<file path="config.mk">
export PLATFORM = sky130hd
export DESIGN_NAME = signed_nibble_prefix_varint_decoder_top
export DESIGN_NICKNAME = d
export VERILOG_FILES = /design/src/rtl/snpv_pkg.sv /design/src/rtl/signed_nibble_prefix_varint_decoder_top.sv
export SDC_FILE = /design/constraint.sdc
export NUM_CORES = 1
export LEC_CHECK = 0
export ABC_AREA = 0
export BUFFER_PORTS_ARGS = -buffer_cell sky130_fd_sc_hd__buf_2
export CAP_MARGIN = 20
export CORE_AREA = 2 2 132 134
export DETAILED_ROUTE_END_ITERATION = 8
export DIE_AREA = 0 0 134 136
export PLACE_DENSITY = 0.72
export SYNTH_ARGS = -nofsm -noshare
export SYNTH_HDL_FRONTEND = slang
export SYNTH_SLANG_ARGS = --single-unit
export TNS_END_PERCENT = 5
</file>
<file path="constraint.sdc">
create_clock -name clk -period 5.6 [get_ports clk]
set_clock_uncertainty 0.15 [all_clocks]
set_input_delay 1.12 -clock clk [delete_from_list [all_inputs] [get_ports clk]]
set_output_delay 1.12 -clock clk [all_outputs]
set_load 0.02 [all_outputs]
</file>
<file path="src/rtl/snpv_pkg.sv">
// Package for the signed nibble-prefix varint decoder.
// Field widths, flag-byte constants and the flag count decode function.
// No dependencies.
`default_nettype none

package snpv_pkg;

	localparam int BYTE_W  = 8;
	localparam int VALUE_W = 64;
	localparam int CNT_W   = 4;
	localparam int NIB_W   = 4;

	// High nibble values above this mark a negative number
	localparam logic [NIB_W-1:0] NEG_OFFSET = 4'd8;
	localparam logic [NIB_W-1:0] NIBBLE_ZERO = 4'd0;

	typedef logic [CNT_W-1:0] cnt_t;

	// Flag decode: byte count and sign taken from the high nibble
	typedef struct packed {
		cnt_t count;
		logic neg;
	} flag_t;

	function automatic flag_t decode_flag(input logic [NIB_W-1:0] hi);
		flag_t f;
		f.neg = (hi > NEG_OFFSET);
		f.count = f.neg ? cnt_t'(hi - NEG_OFFSET) : cnt_t'(hi);
		return f;
	endfunction

endpackage

`default_nettype wire

</file>
<file path="src/rtl/signed_nibble_prefix_varint_decoder_top.sv">
// Top level of the signed nibble-prefix varint decoder.
// Depends on snpv_pkg for widths, flag constants and the flag decode.
// Holds the input register, the decode state and the result register.
`default_nettype none

// Decodes one stream byte per cycle while not stalled. A byte is transferred
// into an input register; when it advances it is folded into the decode state
// and, if it completes an integer, the value lands in the result register.
// A flag byte with a zero count, or with a count of one and a nonzero low
// nibble, completes on its own. in_stall rises only while both the input
// register and the result register hold work and the result is stalled
// downstream.
module signed_nibble_prefix_varint_decoder_top (
	input  wire logic                                clk,
	input  wire logic                                arst_n,
	input  wire logic                                in_valid,
	output logic                                     in_stall,
	input  wire logic [snpv_pkg::BYTE_W-1:0]         byte_in,
	output logic                                     out_valid,
	input  wire logic                                out_stall,
	output logic signed [snpv_pkg::VALUE_W-1:0]      value
);

	logic                          valid_s1;
	logic [snpv_pkg::BYTE_W-1:0]   byte_s1;

	snpv_pkg::cnt_t                bytes_left_q;
	logic [snpv_pkg::VALUE_W-1:0]  acc_q;
	logic                          neg_q;

	logic                          out_valid_q;
	logic [snpv_pkg::VALUE_W-1:0]  value_q;

	logic                          out_free;
	logic                          advance;
	logic                          in_take;

	// Next-state and result of the byte in the input register
	snpv_pkg::flag_t               flag;
	logic [snpv_pkg::NIB_W-1:0]    lo;
	snpv_pkg::cnt_t                bl_nx;
	logic [snpv_pkg::VALUE_W-1:0]  acc_nx;
	logic                          neg_nx;
	logic                          emit;
	logic [snpv_pkg::VALUE_W-1:0]  mag;
	logic                          mag_neg;
	logic [snpv_pkg::VALUE_W-1:0]  result;

	// Handshake: s1 moves on when the result register is free or draining
	assign out_free  = !out_valid_q || !out_stall;
	assign advance   = valid_s1 && out_free;
	assign in_stall  = valid_s1 && !out_free;
	assign in_take   = in_valid && !in_stall;
	assign out_valid = out_valid_q;
	assign value     = value_q;

	// Decode of one byte
	always_comb begin
		flag    = snpv_pkg::decode_flag(byte_s1[snpv_pkg::BYTE_W-1 -: snpv_pkg::NIB_W]);
		lo      = byte_s1[snpv_pkg::NIB_W-1:0];
		bl_nx   = bytes_left_q;
		acc_nx  = acc_q;
		neg_nx  = neg_q;
		emit    = 1'b0;
		mag     = '0;
		mag_neg = 1'b0;
		if (bytes_left_q == '0) begin
			if (flag.count == '0) begin
				// zero flag or empty count: value 0 at once
				emit   = 1'b1;
				acc_nx = '0;
				neg_nx = 1'b0;
			end else if (lo != snpv_pkg::NIBBLE_ZERO && flag.count == snpv_pkg::cnt_t'(1)) begin
				// low nibble alone carries the whole magnitude
				emit    = 1'b1;
				mag     = snpv_pkg::VALUE_W'(lo);
				mag_neg = flag.neg;
				acc_nx  = '0;
				neg_nx  = 1'b0;
			end else begin
				bl_nx  = (lo != snpv_pkg::NIBBLE_ZERO) ? flag.count - 1'b1 : flag.count;
				acc_nx = snpv_pkg::VALUE_W'(lo);
				neg_nx = flag.neg;
			end
		end else begin
			// payload byte: shift in, most significant first
			mag = {acc_q[snpv_pkg::VALUE_W-snpv_pkg::BYTE_W-1:0], byte_s1};
			bl_nx = bytes_left_q - 1'b1;
			if (bytes_left_q == snpv_pkg::cnt_t'(1)) begin
				emit    = 1'b1;
				mag_neg = neg_q;
				acc_nx  = '0;
				neg_nx  = 1'b0;
			end else begin
				acc_nx = mag;
			end
		end
		result = mag_neg ? (~mag + 1'b1) : mag;
	end

	// Input register
	always_ff @(posedge clk or negedge arst_n) begin
		if (!arst_n) begin
			valid_s1 <= 1'b0;
		end else if (in_take) begin
			valid_s1 <= 1'b1;
		end else if (advance) begin
			valid_s1 <= 1'b0;
		end
	end

	always_ff @(posedge clk) begin
		if (in_take) begin
			byte_s1 <= byte_in;
		end
	end

	// Decode state
	always_ff @(posedge clk or negedge arst_n) begin
		if (!arst_n) begin
			bytes_left_q <= '0;
			acc_q        <= '0;
			neg_q        <= 1'b0;
		end else if (advance) begin
			bytes_left_q <= bl_nx;
			acc_q        <= acc_nx;
			neg_q        <= neg_nx;
		end
	end

	// Result register
	always_ff @(posedge clk or negedge arst_n) begin
		if (!arst_n) begin
			out_valid_q <= 1'b0;
		end else if (out_free) begin
			out_valid_q <= advance && emit;
		end
	end

	always_ff @(posedge clk) begin
		if (advance && emit) begin
			value_q <= result;
		end
	end

`ifndef SYNTHESIS
	// Count never exceeds the largest flag count
	a_count_range: assert property (@(posedge clk) disable iff (!arst_n)
		bytes_left_q <= snpv_pkg::cnt_t'(snpv_pkg::NEG_OFFSET))
		else $error("bytes_left out of range");

	// Stall only while the input register is occupied and the result is held
	a_stall_cause: assert property (@(posedge clk) disable iff (!arst_n)
		in_stall |-> (valid_s1 && out_valid_q && out_stall))
		else $error("input stalled without cause");

	// Between integers the accumulator and sign are clear
	a_idle_clear: assert property (@(posedge clk) disable iff (!arst_n)
		(bytes_left_q == '0) |-> (acc_q == '0 && !neg_q))
		else $error("stale accumulator between integers");

	// A held result does not get overwritten
	a_result_hold: assert property (@(posedge clk) disable iff (!arst_n)
		(out_valid_q && out_stall) |=> (out_valid_q && $stable(value_q)))
		else $error("stalled result lost");
`endif

endmodule

`default_nettype wire
</file>
---- After elaboration in Yosys (flattened, before gate mapping) ----
Index checks and enable logic that the tools add are counted.
Widths: inputs -> output; s select.
word-level totals
  register bits after elaboration ......... 135
  bits in latches ......................... 0
  bits in writable memories ............... 0
  ROM bits ................................ 0
  input port bits ......................... 12
  output and inout bits ................... 66
  word-level logic and storage cells ...... 61
  memories kept ........................... 0
operators by class
  $add $sub $neg .......................... 4
  multipliers ............................. 0
  div/mod/pow operators ................... 0
  $lt $le $gt $ge ......................... 1
  eq/ne operators ......................... 4
  shift operators ......................... 0
  muxes and demuxes ....................... 27
  bitwise gates (word level) .............. 1
  reduce and logical (&&, ||, !) cells .... 17
operators with widths
  kind                   count
  $mux 64                2
  $mux 56                2
  $add 64x1->64 const B  1
  $not 64->64            1
  $mux 4                 9
  $mux 1                 14
  $eq 4x1->1 const B     2
  $logic_not 4->1        2
  $sub 4x1->4 const B    2
  $logic_and 1x1->1      5
  $gt 4x4->1 const B     1
  $logic_not 1->1        4
  $ne 2x2->1 const B     2
  $reduce_bool 2->1      2
  $reduce_bool 4->1      1
  $sub 4x4->4 const B    1
  $reduce_and 3->1       1
  $reduce_and 2->1       1
  $logic_or 1x1->1       1

---- Longest topological paths before layout ----
Gate-level depths: netlist of the first run.
  depth in word-level cells ............... 10
  mapped depth ............................ 16
  gate-level depth less buffers ........... 13

---- Worst setup path before layout of the first run ----
Ideal clock, no wire load.
  kind .................................... input -> register
  start point ............................. in out_stall
  end point ............................... reg value_q, in the netlist value[0] (enable)
  setup time .............................. 0.509 ns
  arrival time ............................ 4.517 ns
  required time ........................... 4.941 ns
  slack ................................... 0.424 ns
  cell stages on the path ................. 3
  buffers on the path ..................... 0
  cells stage by stage .................... nand2_1 > nand2_1 > a21oi_1
between the ends
  longest elaborated chain between the ends .. 4
ends and longest elaborated chain
  element                 line                                            RTL
  start: declaration      signed_nibble_prefix_varint_decoder_top.sv:20   input wire logic out_stall,
  $logic_not 1->1         signed_nibble_prefix_varint_decoder_top.sv:50   assign out_free = !out_valid_q || !out_stall;
  $logic_or 1x1->1        signed_nibble_prefix_varint_decoder_top.sv:50
  $logic_and 1x1->1       signed_nibble_prefix_varint_decoder_top.sv:51   assign advance = valid_s1 && out_free;
  $logic_and 1x1->1       signed_nibble_prefix_varint_decoder_top.sv:141  if (advance && emit) begin
  end signal: assignment  signed_nibble_prefix_varint_decoder_top.sv:142  value_q <= result;
  end: declaration        signed_nibble_prefix_varint_decoder_top.sv:32   logic [snpv_pkg::VALUE_W-1:0] value_q;
Every way passes these cells.
A chain may end at the register's enable or synchronous reset.

---- Final worst setup path of the first run ----
  start point ............................. reg byte_s1[5] (netlist name)
  end point ............................... reg value_q, in the netlist value[42], data pin
between the ends
  longest elaborated chain between the ends .. 10
  elaborated cells between the ends (all ways) .. 15
  those cells by class .................... add/sub: 2; order compare: 1; eq/ne: 1; mux: 8; bitwise: 1; reduce/logical: 2
ends and longest elaborated chain
  element                                           line                                            RTL
  start: declaration                                signed_nibble_prefix_varint_decoder_top.sv:25   logic [snpv_pkg::BYTE_W-1:0] byte_s1;
  start signal: assignment                          signed_nibble_prefix_varint_decoder_top.sv:114  byte_s1 <= byte_in;
  $sub 4x4->4 / $gt 4x4->1 (equally long branches)  snpv_pkg.sv:28, snpv_pkg.sv:27
  $mux 4 (*)                                        snpv_pkg.sv:28                                  f.count = f.neg ? cnt_t'(hi - NEG_OFFSET) : cnt_t'(hi);
  $eq 4x1->1                                        signed_nibble_prefix_varint_decoder_top.sv:73   end else if (lo != snpv_pkg::NIBBLE_ZERO && flag.count == snpv_pkg::cnt_t'(1)) begin
  $logic_and 1x1->1                                 signed_nibble_prefix_varint_decoder_top.sv:73
  $mux 4                                            signed_nibble_prefix_varint_decoder_top.sv:73
  $mux 4 (*)                                        signed_nibble_prefix_varint_decoder_top.sv:68   if (flag.count == '0) begin
  $mux 64 (*)                                       signed_nibble_prefix_varint_decoder_top.sv:67   if (bytes_left_q == '0) begin
  net mag (one bit)                                 signed_nibble_prefix_varint_decoder_top.sv:45   logic [snpv_pkg::VALUE_W-1:0] mag;
  $not 64->64 (*)                                   signed_nibble_prefix_varint_decoder_top.sv:98   result = mag_neg ? (~mag + 1'b1) : mag;
  $add 64x1->64 (*)                                 signed_nibble_prefix_varint_decoder_top.sv:98
  $mux 64 (*)                                       signed_nibble_prefix_varint_decoder_top.sv:98
  net result (one bit)                              signed_nibble_prefix_varint_decoder_top.sv:47   logic [snpv_pkg::VALUE_W-1:0] result;
Mark *: on every way through the listed nets, which the timed path passes. The rest lies on a longest branch.

==> impl_metrics.csv, run 1 <==
group,metric,value,unit
critical_path,cp-end-kind,"flip-flop",
power_and_ir_drop,power.share.sequential,0.357,
clocking,cts_buffers,17,
power_and_ir_drop,p_comb_frac,0.426,
critical_path,slowest_stage,"nor2_2",
critical_path,critPathRequiredTime,5600,ps
timing,setup_viol,0,
timing,tightest_slew,1090,ps
layout,final_area,8550,µm²
grt,grt_pass1_vias,6053,
route,first_pass_iters,7,
timing,maxSlewViolCount,0,
critical_path,arrival,3860,ps
grt,grt_usage,0.236,
timing,fmax,259,MHz
floorplanning,start_util,0.439,
floorplanning,rows,48,
power_and_ir_drop,irDropWorstVdd,0.000302,V
clocking,cts_setup_buffers,0,
floorplanning,die_width,134,µm
grt,grt_max_degree,72,
synth,ys_warn_count,0,
timing,grt_setup_unrepaired,"false",
power_and_ir_drop,p_leak,3.43,nW
synth,synth_top_cell_by_area,"edfxtp_1",
grt,grt_busiest_layer,"met2",
floorplanning,die-height,136,µm
clocking,path_clk_slew,70,ps
timing,fin_crit,3860,ps
synth,synth_cells,741,
synth,yosys-top-cells-area,"edfxtp_1 (29%), dfrtp_1 (21%), a22o_1 (6.3%), nor2_1 (3.7%), nand2_1 (3.6%)",
clocking,clock-sinks,135,
floorplanning,pin_count,78,
worst_hold_path,hold_path_class,"reg2reg",
synth,ys_ff_latch,135,
power_and_ir_drop,power_density,623,nW/µm²
route,drt_iter0_markers,698,
layout,drive_gt1_frac,0.186,
synth,syn_area_per_cell,10.0,µm²
route,drt-total-wl,20800,µm
critical_path,start_kind,"flip-flop",
status,status,"finished clean",
critical_path,path_cells,"inv_1, ha_1, or3b_1, nand2_1, and2_1, inv_1, ha_1, nor3b_1, o21a_1, nor2_2, nor2_1, a221oi_1, o221ai_1",
timing,setup-tns-final,0,ps
grt,use_met2,0.364,
synth,yosysTopAreaCellShare,0.292,
critical_path,cpPeakStageDelay,600,ps
place,port_buffers,77,
route,routedWlPerCell,20.2,µm
grt,antenna_found_initial,0,
layout,area_growth,15.4,%
power_and_ir_drop,internal-power,2.93,mW
clocking,hold_buffers,0,
synth,synthFlopType,"edfxtp_1",
synth,ys_seq_area_frac,0.504,
place,place_area,7950,µm²
synth,ys_types,70,
route,num_vias,6349,
route,ant_nets,0,
clocking,clock_path_buffers,2,
synth,yosysMostFrequentCell,"nor2_1",
critical_path,critical_path_class,"reg2reg",
place,gp_congestion,0.885,
critical_path,critPathMaxFanout,17,
timing,period_share,0.689,
synth,async_flop_share,0.467,
clocking,cts_tree,"built",
layout,multi_input_area,3400,µm²
grt,use_met1,0.317,
grt,grt_pass1_wl,33100,µm
route,vias_per_cell,6.18,
clocking,cts_root_buf,"clkbuf_16",
layout,nFillCells,1522,
clocking,post_cts_resized,0,
flow_run,cap_violations,0,
timing,slew_headroom,0.276,
clocking,clk_latency,440,ps
synth,synth_edf_count,72,
grt,grt-ovfl-total,0,
synth,netlist_area,7410,µm²
power_and_ir_drop,switching_power,2.39,mW
floorplanning,die-area,18200,µm²
route,drc,0,
clocking,htreeDepth,4,
synth,synthTopCellsByCount,"nor2_1 (74), edfxtp_1 (72), nand2_1 (72), dfrtp_1 (63), a22o_1 (53)",
power_and_ir_drop,switching_share,0.449,
power_and_ir_drop,clock_power_share,0.217,
place,place_hpwl,13400,µm
layout,fin_nets,808,
floorplanning,core,16900,µm²
layout,regArea,3740,µm²
timing,hold_viol_final,0,
layout,antennaDiodeCount,0,
synth,syn_nets,759,
grt,use_met3,0.0556,
critical path, delay by kind of cell (launching register included):
kind                     cells  cell delay (ps)
adder cells (fa/ha/maj)      2              470
flip-flops                   1              500
buffers and inverters        2              180
AO/OA/AOI/OAI                3              610
AND/OR/NAND/NOR              6             1670
power by group through the flow:
stage | clock network, mW | registers [mW] | logic (mW)
2_1_floorplan | 0 | 1.75 | 1.73
3_3_place_gp | 0 | 1.90 | 2.18
3_5_place_dp | 0 | 1.90 | 2.21
4_1_cts | 1.17 | 1.89 | 2.23
5_1_grt | 1.22 | 1.95 | 2.49
6_report | 1.16 | 1.90 | 2.27
path summary, 6_finish.rpt:
path / startpoint / to / slack [ps] / cells past startpoint
min in group asynchronous: arst_n / out_valid / 720 / 2
min: bytes_left_q[1] / bytes_left_q[1] / 360 / 2
min reg2reg: bytes_left_q[1] / bytes_left_q[1] / 360 / 2
max reg2reg: byte_s1[5] / value[42] / 1740 / 13
max: byte_s1[5] / value[42] / 1740 / 13
max in group asynchronous: arst_n / acc_q[13] / 3950 / 2
cell usage in the layout (no fill, tap or decap), types with 13 or more instances in the layout:
master / instances
nor3_1: 35
nor2_1: 73
nand3_1: 15
buf_4: 13
o21ai_0: 28
a22o_1: 53
a21oi_1: 40
nor4_1: 22
a31oi_1: 16
dfrtp_1: 63
nand2_1: 71
buf_2: 77
clkbuf_16: 17
edfxtp_1: 72
layer usage:
layer  up-vias  wire length (µm)
met1      3066              8860
met5         -                 0
met2       313              9690
met4         0               700
met3        48              1570
li1       2922                 -
cell type report:
class	instances	share of cell area
repair buffers	90	0.0565
well taps	225	0.0329
flip-flops and latches	135	0.437
clock buffers	18	0.0502
inverters	12	0.00527
clock inverters	14	0.0206
multi-input cells	534	0.397
state kept, by name, summed over array words and instances (netlist names):
signal	count
valid_s1	1
bytes_left_q	4
out_valid	1
value	64
byte_s1	8
acc_q	56
neg_q	1
per-stage QoR:
step,hold WS [ps],setup slack (ps),total power [mW],instances,utilization
floorplan,313,424,3.49,741,-
global placement,332,1890,4.08,996,0.471
detailed placement,345,1800,4.11,996,0.471
CTS,372,1770,5.29,1028,0.507
global route,402,1520,5.65,1028,0.507
finish,363,1740,5.33,1028,0.507
logic make-up after synthesis:
group | Yosys count | synth area share
XOR/XNOR | 19 | 0.0225
AO/OA/AOI/OAI | 204 | 0.196
multiplexers | 11 | 0.0152
adder cells (fa/ha/maj) | 6 | 0.0101
flip-flops | 135 | 0.504
AND/OR/NAND/NOR | 294 | 0.210
buffers and inverters | 72 | 0.0414
(Power assumes the default switching activity.)
==> run 2, diff against run 1 <==
ABC_AREA = 1   (was 0)
clock period = 3.8 ns   (was 5.6 ns; I/O delays follow)
==> run 2 against run 1 <==
  * Register-to-register slack lost 1100 ps
  * Sequential power grew 24%
  * Core utilization grew 1.1 points
  * Area after synthesis grew 0.86%
  * Critical path type unchanged
  * Largest cell class unchanged
==> impl_metrics.csv, run 2 <==
group,metric,value,unit
grt,grt_pass1_wl,32300,µm
clocking,cts_tree,"built",
critical_path,cp-end-kind,"flip-flop",
synth,netlist_area,7480,µm²
floorplanning,die_width,134,µm
clocking,clock_path_buffers,2,
floorplanning,die-height,136,µm
layout,drive_gt1_frac,0.167,
flow_run,cap_violations,0,
critical_path,critPathLaunch,"bytes_left_q[0]",
floorplanning,rows,48,
synth,synthFlopType,"edfxtp_1",
layout,layout_common_cells,"nand2_1 (257), nor2_1 (102), inv_1 (96)",
layout,fin_nets,1005,
critical_path,path_cells,"inv_1, ha_1, nand2_2, buf_4, o21ai_0, nand2_1, nor2_1, nor3b_2, nand2_1, nand2_2, nand2_1, nand2_1, nand2_1",
timing,setup_viol,0,
clocking,cts_setup_buffers,0,
power_and_ir_drop,irDropWorstVdd,0.000417,V
critical_path,r2r-start,"bytes_left_q[0]",
place,place_inst,1193,
clocking,path_clk_slew,60,ps
route,drt-total-wl,20300,µm
grt,grt_max_degree,46,
clocking,clock-sinks,135,
place,port_buffers,77,
grt,grt-ovfl-total,0,
grt,antenna_found_initial,0,
synth,yosys-top-cells-area,"edfxtp_1 (29%), dfrtp_1 (21%), nand2_1 (13%), nor2_1 (5.1%), o21ai_0 (5.1%)",
synth,ys_types,38,
synth,syn_area_per_cell,8.25,µm²
timing,fin_crit,3110,ps
timing,maxSlewViolCount,0,
timing,slew_headroom,0.591,
floorplanning,die-area,18200,µm²
synth,synthTopCellsByCount,"nand2_1 (257), nor2_1 (102), inv_1 (97), o21ai_0 (76), edfxtp_1 (72)",
clocking,cts_buffers,17,
critical_path,critPathMaxFanout,34,
layout,largest_reg_flops,64,
synth,synth_cells,906,
synth,ys_seq_area_frac,0.500,
critical_path,slowest_stage,"nand2_2",
synth,synth_top_cell_by_area,"edfxtp_1",
route,drc,0,
critical_path,start_kind,"flip-flop",
grt,grt_pass1_vias,6130,
layout,nFillCells,1569,
route,first_pass_iters,5,
route,ant_nets,0,
place,gp_congestion,0.930,
critical_path,cp_common_cell,"nand2_1",
timing,tightest_slew,611,ps
power_and_ir_drop,power_density,915,nW/µm²
clocking,hold_buffers,0,
synth,syn_nets,924,
layout,area_growth,16.9,%
synth,yosysMostFrequentCell,"nand2_1",
worst_hold_path,hold_path_class,"in2async",
route,num_vias,6568,
clocking,cts_root_buf,"clkbuf_16",
critical_path,r2r_slack,690,ps
route,vias_per_cell,5.36,
timing,grt_setup_unrepaired,"false",
synth,ys_warn_count,0,
status,status,"finished clean",
timing,hold_ws,182,ps
timing,hold_viol_final,0,
clocking,post_cts_resized,0,
floorplanning,core,16900,µm²
floorplanning,pin_count,78,
critical_path,arrival,3150,ps
critical_path,critPathRequiredTime,3840,ps
timing,setup-tns-final,0,ps
synth,synth_edf_count,72,
clocking,clk_latency,430,ps
synth,async_flop_share,0.467,
grt,grt_usage,0.232,
critical_path,critical_path_class,"reg2reg",
route,drt_iter0_markers,638,
timing,period_share,0.818,
layout,antennaDiodeCount,0,
floorplanning,start_util,0.443,
critical_path,cpPeakStageDelay,410,ps
route,routedWlPerCell,16.6,µm
clocking,htreeDepth,4,
layout,layout.cells.most_common,"nand2_1",
place,place_hpwl,14500,µm
synth,ys_ff_latch,135,
power_and_ir_drop,p_leak,3.99,nW
layout,instances_no_fill,1225,
timing,fmax,322,MHz
layout,finish.utilization,0.518,
synth,yosysTopAreaCellShare,0.289,
run 2: cell count changes after synthesis, moves of 16 or more:
cell and delta:
a21oi_1 -37, nor4_1 -22, nand2_1 +185, o21ai_0 +48, nand3_1 +24, clkbuf_1 -25, a22o_1 -53, a31oi_1 -16
inv_1 +85, xor2_1 +25, nor3_1 -32, o22ai_1 +29, nor2_1 +28
run 2: per-layer routing:
metal | GRT usage | routed length [µm] | up-vias
li1 | - | - | 3138
met1 | 0.324 | 9140 | 3109
met2 | 0.356 | 9200 | 288
met3 | 0.0574 | 1560 | 33
met4 | 0.0774 | 433 | 0
met5 | 0 | 0 | -
run 2: layout make-up:
cell class,instances,area (µm²),share of cell area
flip-flops and latches,135,3740,0.428
multi-input cells,640,3180,0.364
repair buffers,93,505,0.0578
clock buffers,19,433,0.0495
inverters,100,375,0.0429
well taps,225,282,0.0322
clock inverters,13,226,0.0259
run 2: logic make-up after synthesis:
| family | after synthesis | synth area share |
|---|---|---|
| AO/OA/AOI/OAI | 147 | 0.117 |
| XOR/XNOR | 38 | 0.0445 |
| adder cells (fa/ha/maj) | 6 | 0.0100 |
| buffers and inverters | 131 | 0.0745 |
| flip-flops | 135 | 0.500 |
| AND/OR/NAND/NOR | 449 | 0.254 |
run 2: path summary, 6_finish.rpt:
kind	to	cells after the start
worst max-delay path	value[62]	13
worst min-delay path	acc_q[44]	1
worst max register to register	value[62]	13
worst min register to register	acc_q[51]	2
max in group asynchronous	valid_s1	2
min in group clk	acc_q[51]	2
run 2: stage by stage:
stage	power [mW]	area, µm²	setup WS [ps]
floorplan	5.10	7480	494
global placement	6.05	8080	830
detailed placement	6.08	8080	754
CTS	7.97	8740	755
global route	8.57	8740	407
finish	8.00	8740	691
run 2: worst max-delay path: cells and delay by family (launching register included):
kind / cells / cell delay (ps)
AO/OA/AOI/OAI: 1 / 110
adder cells (fa/ha/maj): 1 / 270
buffers and inverters: 2 / 420
flip-flops: 1 / 400
AND/OR/NAND/NOR: 9 / 1480
run 2: power breakdown:
part	switching [mW]	internal (mW)
Clock	0.631	1.23
Sequential	0.305	2.05
Combinational	2.64	1.14
Total	3.58	4.42
==> run 3, diff against run 2 <==
ABC_AREA = 0   (was 1)
clock period = 3.01 ns   (was 3.8 ns; I/O delays follow)
==> run 3 against run 2 <==
  * The flow now finishes with violations (negative setup slack)
  * Final area is 5.2% higher
  * Register-to-register slack got worse by 700 ps
  * Fmax grew 2.9%
  * Non-clock buffer count up 61
  * First-iteration DRC count rose by 17%
  * Die area is the same
  * Setup slack worse by 700 ps
  * Clock power rose by 16%
  * Critical path depth rose by 1
  * Clock-buffer cell count shrank 2
==> impl_metrics.csv, run 3 (same netlist as run 1, synthesis figures left out) <==
group,metric,value,unit
critical_path,cp-end-kind,"flip-flop",
clocking,clock-sinks,135,
layout,fin_nets,872,
floorplanning,die-height,136,µm
route,routedWlPerCell,20.7,µm
layout,instances_no_fill,1092,
layout,area_growth,24.1,%
critical_path,reg2regPathDepth,14,
place,place_hpwl,15200,µm
floorplanning,core,16900,µm²
power_and_ir_drop,p_leak,3.77,nW
layout,layout.cells.most_common,"buf_2",
critical_path,r2r_slack,-10,ps
grt,grt_max_degree,50,
layout,antennaDiodeCount,0,
power_and_ir_drop,irDropWorstVdd,0.000541,V
timing,maxSlewViolCount,0,
clocking,clock_path_buffers,2,
timing,hold_viol_final,0,
clocking,cts_buffers,17,
timing,grt_setup_unrepaired,"true",
route,first_pass_iters,6,
clocking,htreeDepth,4,
layout,final_area,9200,µm²
floorplanning,rows,48,
layout,finish.utilization,0.545,
floorplanning,start_util,0.439,
place,place_inst,1059,
timing,fin_crit,3020,ps
layout,nFillCells,1496,
timing,slew_headroom,0.506,
timing,period_share,1.00,
grt,grt-ovfl-total,0,
clocking,cts_root_buf,"clkbuf_16",
worst_hold_path,hold_path_class,"in2async",
critical_path,critical_path_class,"reg2reg",
grt,grt_usage,0.248,
clocking,path_clk_slew,60,ps
place,port_buffers,77,
clocking,hold_buffers,0,
grt,grt_pass1_vias,6188,
route,num_vias,6740,
timing,setup_viol,1,
floorplanning,die_width,134,µm
clocking,clk_latency,430,ps
critical_path,crit-reg2reg-capture,"value[48]",
layout,drive_gt1_frac,0.278,
critical_path,start_kind,"flip-flop",
critical_path,critPathMaxFanout,12,
place,gp_congestion,0.920,
grt,grt_pass1_wl,34500,µm
clocking,cts_tree,"built",
route,drc,0,
floorplanning,die-area,18200,µm²
critical_path,arrival,3170,ps
place,place_ws,-25.3,ps
timing,fmax,331,MHz
place,place_area,8520,µm²
route,drt_iter0_markers,745,
timing,tightest_slew,739,ps
grt,antenna_found_initial,0,
status,status,"finished, violations left",
timing,fin_ws,-11.2,ps
route,vias_per_cell,6.17,
layout,largest_reg_flops,64,
flow_run,cap_violations,0,
critical_path,critPathRequiredTime,3160,ps
route,drt-total-wl,22600,µm
power_and_ir_drop,power_density,1160,nW/µm²
critical_path,r2r-start,"bytes_left_q[1]",
route,ant_nets,0,
status,failed_checks,"negative setup slack",
layout,layout_common_cells,"buf_2 (77), buf_4 (74), edfxtp_1 (72)",
floorplanning,pin_count,78,
==> run 3: changes by cell type in the layout (fill, tap and decap cells not counted), sizes merged, moves of 26 or more <==
cell   delta
nor3     +33
o21ai    -66
nor4     +26
inv      -87
nor2     -40
buf      +61
a22o     +55
o22ai    -29
a21oi    +39
nand2   -200
==> run 3: worst max path at each step <==
stage / to / start / slack (ps) / cells past startpoint
final: value[48] / bytes_left_q[1] / -10 / 14
after floorplan: value[48] / bytes_left_q[0] / -4 / 15
after global routing: value[48] / bytes_left_q[1] / -120 / 14
after CTS: value[48] / bytes_left_q[0] / -20 / 14
after global placement: value[42] / byte_s1[5] / 60 / 13
after detailed placement: value[60] / byte_s1[4] / -30 / 14
==> run 3: per-stage QoR <==
step,setup TNS (ps),power [mW],hold slack (ps)
after global placement,0,8.19,345
after global routing,-886,11.2,53.0
after CTS,-20.5,10.5,23.6
final,-11.2,10.6,12.2
after detailed placement,-31.8,8.27,363
after floorplan,-3.77,6.57,156
==> run 3: layout make-up <==
| class | instances | area, µm² | area share |
|---|---|---|---|
| clock inverters | 15 | 178 | 0.0193 |
| flip-flops and latches | 135 | 3740 | 0.406 |
| inverters | 12 | 45.0 | 0.00490 |
| well taps | 225 | 282 | 0.0306 |
| repair buffers | 154 | 1000 | 0.109 |
| clock buffers | 17 | 425 | 0.0462 |
| multi-input cells | 534 | 3530 | 0.384 |
==> run 3: worst max-delay path: stages (launching register included) <==
cell     delay (ps)
dfrtp_1         390
inv_1            90
ha_2            200
nor3b_4         260
nand2_4          70
and2_4          170
inv_2            40
ha_2            170
nor3b_4         190
o21a_1          200
nor2_4           50
buf_12          150
or3_4           350
o32ai_2         250
a21o_1          160
==> run 3: per-layer routing <==
| metal | wire length, µm | track usage | up-vias | share of wire |
|---|---|---|---|---|
| li1 | - | - | 3050 | - |
| met1 | 9310 | 0.327 | 3241 | 0.41 |
| met2 | 10600 | 0.392 | 377 | 0.47 |
| met3 | 1730 | 0.0488 | 72 | 0.077 |
| met4 | 946 | 0.126 | 0 | 0.042 |
| met5 | 0 | 0 | - | 0 |
==> run 3: repair_timing <==
action                     CTS  global route
setup buffers                1             0
pin swaps                    1             5
resized for setup            2            11
cloned                       0             0
setup endpoints to repair    4            36
==> run 3: power breakdown <==
group          switching [mW]  internal, mW  leakage (nW)
Sequential              0.776          2.64          1.51
Combinational            3.07          2.00          1.98
Clock                   0.857          1.30         0.282
